--- src/hw/rtl/bal_pkg.sv ---
// Shared types and constants for the bounded array list core.
package bal_pkg;

  localparam int MAX_DEPTH  = 16;
  localparam int DATA_WIDTH = 32;
  localparam int IDX_W      = $clog2(MAX_DEPTH);
  localparam int CNT_W      = 5;
  localparam int CMD_W      = 3;
  localparam int STATUS_W   = 2;

  typedef enum logic [CMD_W-1:0] {
    CMD_READ   = 3'd0,
    CMD_INSERT = 3'd1,
    CMD_APPEND = 3'd2,
    CMD_ERASE  = 3'd3,
    CMD_POP    = 3'd4,
    CMD_CLEAR  = 3'd5
  } cmd_code_t;

  typedef enum logic [STATUS_W-1:0] {
    ST_OK    = 2'd0,
    ST_RANGE = 2'd1,
    ST_FULL  = 2'd2,
    ST_EMPTY = 2'd3
  } status_code_t;

  typedef enum logic [1:0] {
    OP_HOLD   = 2'd0,
    OP_INSERT = 2'd1,
    OP_APPEND = 2'd2,
    OP_ERASE  = 2'd3
  } cell_op_t;

  typedef struct packed {
    logic [CMD_W-1:0]      cmd;
    logic [CNT_W-1:0]      position;
    logic [DATA_WIDTH-1:0] value;
  } bal_cmd_t;

  typedef struct packed {
    logic [STATUS_W-1:0]   status;
    logic [DATA_WIDTH-1:0] read_data;
    logic [CNT_W-1:0]      count;
    logic                  is_empty;
    logic [DATA_WIDTH-1:0] first_element;
    logic [DATA_WIDTH-1:0] last_element;
  } bal_result_t;

  // Broadcast to every cell of the row
  typedef struct packed {
    cell_op_t              op;
    logic [CNT_W-1:0]      pos;
    logic [CNT_W-1:0]      count;
    logic [DATA_WIDTH-1:0] value;
  } cell_ctrl_t;

endpackage

--- src/hw/rtl/bounded_array_list_core.sv ---
// Top level of the bounded array list: command decode, count, and the row of cells.
//
//   channel    signals                       direction  handshake
//   command    start, busy, command          in         taken when start && !busy
//   result     done, result                  out        registered, no stall
//   capacity   capacity_we, capacity_data    in         written when capacity_we
//
// One command per cycle; busy stays low. The row of cells updates at the edge that
// takes the command and the result is shown for the following cycle only.
// rst clears the count, the capacity (to sixteen) and done; cell contents are left as they are.
// The receiver cannot stall: a result not taken in its cycle is gone.
module bounded_array_list_core (
  input  logic                   clk,
  input  logic                   rst,
  input  logic                   start,
  output logic                   busy,
  input  bal_pkg::bal_cmd_t      command,
  output logic                   done,
  output bal_pkg::bal_result_t   result,
  input  logic                   capacity_we,
  input  logic [bal_pkg::CNT_W-1:0] capacity_data
);

  localparam int DEPTH = bal_pkg::MAX_DEPTH;
  localparam int IW    = bal_pkg::IDX_W;
  localparam int CW    = bal_pkg::CNT_W;
  localparam int DW    = bal_pkg::DATA_WIDTH;

  logic [CW-1:0]         capacity_limit;
  logic [CW-1:0]         count;
  logic [CW-1:0]         count_next;
  logic [CW-1:0]         cap_eff;
  logic [bal_pkg::STATUS_W-1:0] status;
  logic [bal_pkg::STATUS_W-1:0] status_next;
  logic [DW-1:0]         read_data;
  logic [DW-1:0]         read_data_next;
  logic                  accept;
  logic                  full;
  logic [CW-1:0]         last_idx;
  bal_pkg::cell_ctrl_t   ctrl;
  logic [DW-1:0]         cell_q [DEPTH];

  assign busy   = 1'b0;
  assign accept = start && !busy;

  assign cap_eff = (capacity_limit > CW'(DEPTH)) ? CW'(DEPTH) : capacity_limit;
  assign full    = (count >= cap_eff) || (count >= CW'(DEPTH));

  always_comb begin
    status_next    = bal_pkg::ST_OK;
    read_data_next = '0;
    count_next     = count;
    ctrl.op        = bal_pkg::OP_HOLD;
    ctrl.pos       = command.position;
    ctrl.count     = count;
    ctrl.value     = command.value;
    if (accept) begin
      unique case (command.cmd)
        bal_pkg::CMD_READ: begin
          if (command.position >= count || command.position >= CW'(DEPTH))
            status_next = bal_pkg::ST_RANGE;
          else
            read_data_next = cell_q[command.position[IW-1:0]];
        end
        bal_pkg::CMD_INSERT: begin
          if (command.position > count) status_next = bal_pkg::ST_RANGE;
          else if (full) status_next = bal_pkg::ST_FULL;
          else begin
            ctrl.op    = bal_pkg::OP_INSERT;
            count_next = count + CW'(1);
          end
        end
        bal_pkg::CMD_APPEND: begin
          if (full) status_next = bal_pkg::ST_FULL;
          else begin
            ctrl.op    = bal_pkg::OP_APPEND;
            count_next = count + CW'(1);
          end
        end
        bal_pkg::CMD_ERASE: begin
          if (count == '0) status_next = bal_pkg::ST_EMPTY;
          else if (command.position >= count) status_next = bal_pkg::ST_RANGE;
          else begin
            ctrl.op    = bal_pkg::OP_ERASE;
            count_next = count - CW'(1);
          end
        end
        bal_pkg::CMD_POP: begin
          if (count == '0) status_next = bal_pkg::ST_EMPTY;
          else count_next = count - CW'(1);
        end
        bal_pkg::CMD_CLEAR: begin
          count_next = '0;
        end
        default: begin
          // unused codes: report ok, change nothing
        end
      endcase
    end
  end

  genvar g;
  generate
    for (g = 0; g < DEPTH; g++) begin : g_row
      logic [DW-1:0] below_w;
      logic [DW-1:0] above_w;
      if (g == 0) begin : g_lo
        assign below_w = '0;
      end else begin : g_lo
        assign below_w = cell_q[g-1];
      end
      if (g == DEPTH - 1) begin : g_hi
        assign above_w = '0;
      end else begin : g_hi
        assign above_w = cell_q[g+1];
      end
      bal_cell u_cell (
        .clk   (clk),
        .slot  (IW'(g)),
        .ctrl  (ctrl),
        .below (below_w),
        .above (above_w),
        .word  (cell_q[g])
      );
    end
  endgenerate

  always_ff @(posedge clk) begin
    if (rst) begin
      capacity_limit <= CW'(16);
      count          <= '0;
      done           <= 1'b0;
    end else begin
      if (capacity_we) capacity_limit <= capacity_data;
      count <= count_next;
      done  <= accept;
    end
  end

  always_ff @(posedge clk) begin
    status    <= status_next;
    read_data <= read_data_next;
  end

  assign last_idx = count - CW'(1);

  always_comb begin
    result.status    = status;
    result.read_data = read_data;
    result.count     = count;
    result.is_empty  = (count == '0);
    if (count == '0) begin
      result.first_element = '0;
      result.last_element  = '0;
    end else begin
      result.first_element = cell_q[0];
      result.last_element  = cell_q[last_idx[IW-1:0]];
    end
  end

endmodule

--- src/hw/rtl/bal_cell.sv ---
// One storage cell of the list row: holds a word, loads or takes a neighbor's word.
module bal_cell (
  input  logic                              clk,
  input  logic [bal_pkg::IDX_W-1:0]         slot,
  input  bal_pkg::cell_ctrl_t               ctrl,
  input  logic [bal_pkg::DATA_WIDTH-1:0]    below,
  input  logic [bal_pkg::DATA_WIDTH-1:0]    above,
  output logic [bal_pkg::DATA_WIDTH-1:0]    word
);

  logic [bal_pkg::CNT_W-1:0]      slot_ext;
  logic [bal_pkg::DATA_WIDTH-1:0] word_next;

  assign slot_ext = bal_pkg::CNT_W'(slot);

  always_comb begin
    word_next = word;
    unique case (ctrl.op)
      bal_pkg::OP_INSERT: begin
        // cells above the gap move up one place
        if (slot_ext == ctrl.pos) word_next = ctrl.value;
        else if (slot_ext > ctrl.pos) word_next = below;
      end
      bal_pkg::OP_APPEND: begin
        if (slot_ext == ctrl.count) word_next = ctrl.value;
      end
      bal_pkg::OP_ERASE: begin
        // close the gap: take the upper neighbor
        if (slot_ext >= ctrl.pos) word_next = above;
      end
      bal_pkg::OP_HOLD: begin
        word_next = word;
      end
      default: word_next = word;
    endcase
  end

  always_ff @(posedge clk) begin
    word <= word_next;
  end

endmodule
--- config.mk ---
export PLATFORM = sky130hd
export DESIGN_NAME = bounded_array_list_core
export DESIGN_NICKNAME = d
export VERILOG_FILES = /design/src/hw/rtl/bal_pkg.sv /design/src/hw/rtl/bounded_array_list_core.sv /design/src/hw/rtl/bal_cell.sv
export SDC_FILE = /design/constraint.sdc
export NUM_CORES = 2
export LEC_CHECK = 0
export BUFFER_PORTS_ARGS = -buffer_cell sky130_fd_sc_hd__buf_2
export CAP_MARGIN = 10
export CORE_ASPECT_RATIO = 1.1
export CORE_MARGIN = 2
export CORE_UTILIZATION = 29
export CTS_BUF_LIST = sky130_fd_sc_hd__clkbuf_16
export CTS_CLUSTER_SIZE = 12
export DETAILED_ROUTE_END_ITERATION = 16
export GPL_TIMING_DRIVEN = 1
export HOLD_SLACK_MARGIN = 0.06
export PLACE_DENSITY = 0.42
export REMOVE_ABC_BUFFERS = 1
export SLEW_MARGIN = 30
export SYNTH_ARGS = -nofsm -noshare
export SYNTH_HDL_FRONTEND = slang
export SYNTH_HIERARCHICAL = 1
export SYNTH_SLANG_ARGS = --single-unit
export TNS_END_PERCENT = 1
--- constraint.sdc ---
create_clock -name clk -period 27 [get_ports clk]
set_input_delay 8.1 -clock clk [delete_from_list [all_inputs] [get_ports clk]]
set_output_delay 8.1 -clock clk [all_outputs]
set_load 0.005 [all_outputs]
==> metrics.txt <==
Final Util 0.328; WL/cell 28.8 um; Setup Buffers After CTS 0; Avg Vias per Cell 5.36; status finished clean; internal power 1.77 mW; setup TNS 0 ns; crit path max fanout 119; Slew Limit Fails 0; Slew @ Worst Pin 1.01 ns; die area 0.160 sq mm; Pleak 15.5 nW; DR vias 31.0k; Fin. Hold Viols 0; fraction of layout cells with a size suffix above 1 0.190; GR Overflow Total 0; number of synthesized flops with an enable pin 512; Reg power frac 0.376; # rows 152; Min-Delay Path Class flip-flop to flip-flop; TritonCTS Buffers 78; P_sw 0.780 mW; cell area after layout 0.0511 sq mm; GRT Util Overall 0.204; Pre-Repair DR Iteration Count 7; synth top area cells edfxtp_1 (34%), mux2i_1 (34%), mux4_2 (14%); initial antenna violation count 15; Die Ht 419 um; power density over the cells 50.0 mW/mm^2; Slew HR 0.319; final worst path period need 13.57 ns; crit path launch type primary input; total wire length 166 mm; Avg Cell Area, Syn 13.4 sq um; combinational power share 0.216; #FFs+latches synth 557; Switching Fraction 0.305; Layout Skew 0.0264 ns; Min Hold Slack 0.490 ns; asr flop ratio synth 0; hold_buf cts 0; Final WS setup 13.43 ns; clock insertion delay at the later pin of the skew report 0.69 ns; GP Congestion 0.732; starting density of the core 0.292; Commonest cells post-synth mux2i_1 (1524), edfxtp_1 (512), mux4_2 (288); area grow syn2layout 12.3%; area leader, netlist edfxtp_1; Core ar. 0.156 sq mm; CTS root buf clkbuf_16; Max Cap Viol 0; I/O Buffers 153; placed inst area 0.0485 sq mm; clock transition at the registers of the reported paths 0.06 ns; Detail Placement HPWL 93.6 mm; Max H-tree Level 3; clock buffer depth 3; post-synth top area share 0.338; Finish-stage setup viols 0; Ports 155; DRT iter0 DRCs 2389; sequential-to-total area share from yosys stat 0.358; Cells after Synth 3403; layout net count 3767; count leader, synth mux2i_1; CP Data Required Time 27.39 ns; pre-CTS setup slack 12.63 ns; cts repair resizes 0; fmax 73.7 MHz; ys flop type edfxtp_1; CP arrival 13.96 ns; TritonCTS clock tree done; Distinct cells, synth 60; largest net degree at the start of global routing 128; Sink Count 557; global-route wire length before repair 238 mm; Die Width 382 um; Yosys warnings 6; vias in the first global route 31.4k; period utilization 0.503; RSZ-0062 raised after global routing no; Worst setup EP type flip-flop; Setup CP Type primary input to flip-flop; Clock Power Share 0.409; DRC violations left 0; Mapped Area 0.0455 sq mm; antenna viol nets, final 0; Peak VDD IR 41.4 uV; R2R Setup Slk 19.39 ns
power by group through the flow:
stage	Sequential, mW	Clock [mW]	Combinational [mW]
4_1_cts	0.959	1.08	0.556
3_3_place_gp	0.978	0	0.551
5_1_grt	0.960	1.10	0.593
6_report	0.959	1.04	0.551
2_1_floorplan	0.989	0	0.511
3_5_place_dp	0.978	0	0.553
worst paths after layout:
check | from | end | cells past startpoint
max | command[33] | g_row[2].u_cell/word[19] | 16
min | capacity_limit[0] | capacity_limit[0] | 2
max reg2reg | count[0] | g_row[2].u_cell/word[19] | 17
min reg2reg | capacity_limit[0] | capacity_limit[0] | 2
cell families (layout without fill, tap and decap cells):
family | after synthesis | in the layout | share of synthesized area
muxes | 1812 | 1812 | 0.478
AOI/OAI and AO/OA | 218 | 218 | 0.0345
buffers and inverters | 401 | 513 | 0.0576
adders and majority gates | 76 | 76 | 0.0209
and+or+nand+nor | 270 | 270 | 0.0382
other | 2 | 194 | 0.000165
DFF | 557 | 557 | 0.358
xor gates and xnor gates | 67 | 67 | 0.0131
state kept, by name (all words and copies together), names as in the netlist:
| register | cells |
|---|---|
| capacity_limit | 5 |
| done | 1 |
| g_row.u_cell/word | 512 |
| count | 5 |
| status | 2 |
| read_data | 32 |
metrics by stage:
stage                     power [mW]  cells
after detailed placement        1.53   5636
after global routing            2.66   5786
final                           2.55   5786
after CTS                       2.60   5780
after floorplan                 1.50   3315
after global placement          1.53   5631
critical path, stage by stage:
cell	delay (ns)
buf_4	0.64
ha_1	0.38
nand2b_1	0.07
a211oi_1	0.11
or2_2	0.37
nor3_1	0.25
a32oi_1	0.13
nor2_4	0.15
buf_4	0.69
buf_12	0.67
buf_12	0.41
buf_16	0.47
buf_4	0.45
buf_16	0.31
mux2i_1	0.24
mux2i_1	0.10
final cells by class:
cell class / instances / area, sq um
flip-flops and latches: 557 / 16300
fillers: 15600 / 105000
inverters: 122 / 460
clock inverters: 62 / 437
clock buffers: 82 / 2050
diodes: 1 / 2.50
multi-input cells: 2636 / 27500
repair buffers: 247 / 1750
well taps: 2079 / 2600
layout by cell type, fill, tap and decap left out, drive strengths merged, types with 2 or more instances in the layout:
cell type and instances:
a211oi 69, a21oi 40, a221oi 2, a31oi 2, and3 2, buf 247
bufinv 6, clkbuf 82, clkinv 25, conb 193, dfxtp 45, edfxtp 512
ha 76, inv 152, mux2i 1524, mux4 288, nand2 19, nand2b 34
nand3 21, nand3b 18, nand4 20, nor2 48, nor2b 101, nor3 4
o211ai 2, o21ai 20, o311ai 17, o31a 2, o31ai 36, o41ai 16
xnor2 50, xor2 17
layer usage:
metal	vias up	global-route usage	part of all wire
li1	13800	-	-
met1	16300	0.290	0.47
met2	778	0.321	0.46
met3	186	0.0274	0.045
met4	2	0.0595	0.025
met5	-	0	0.000078
Power figures use the tool's default switching activity.
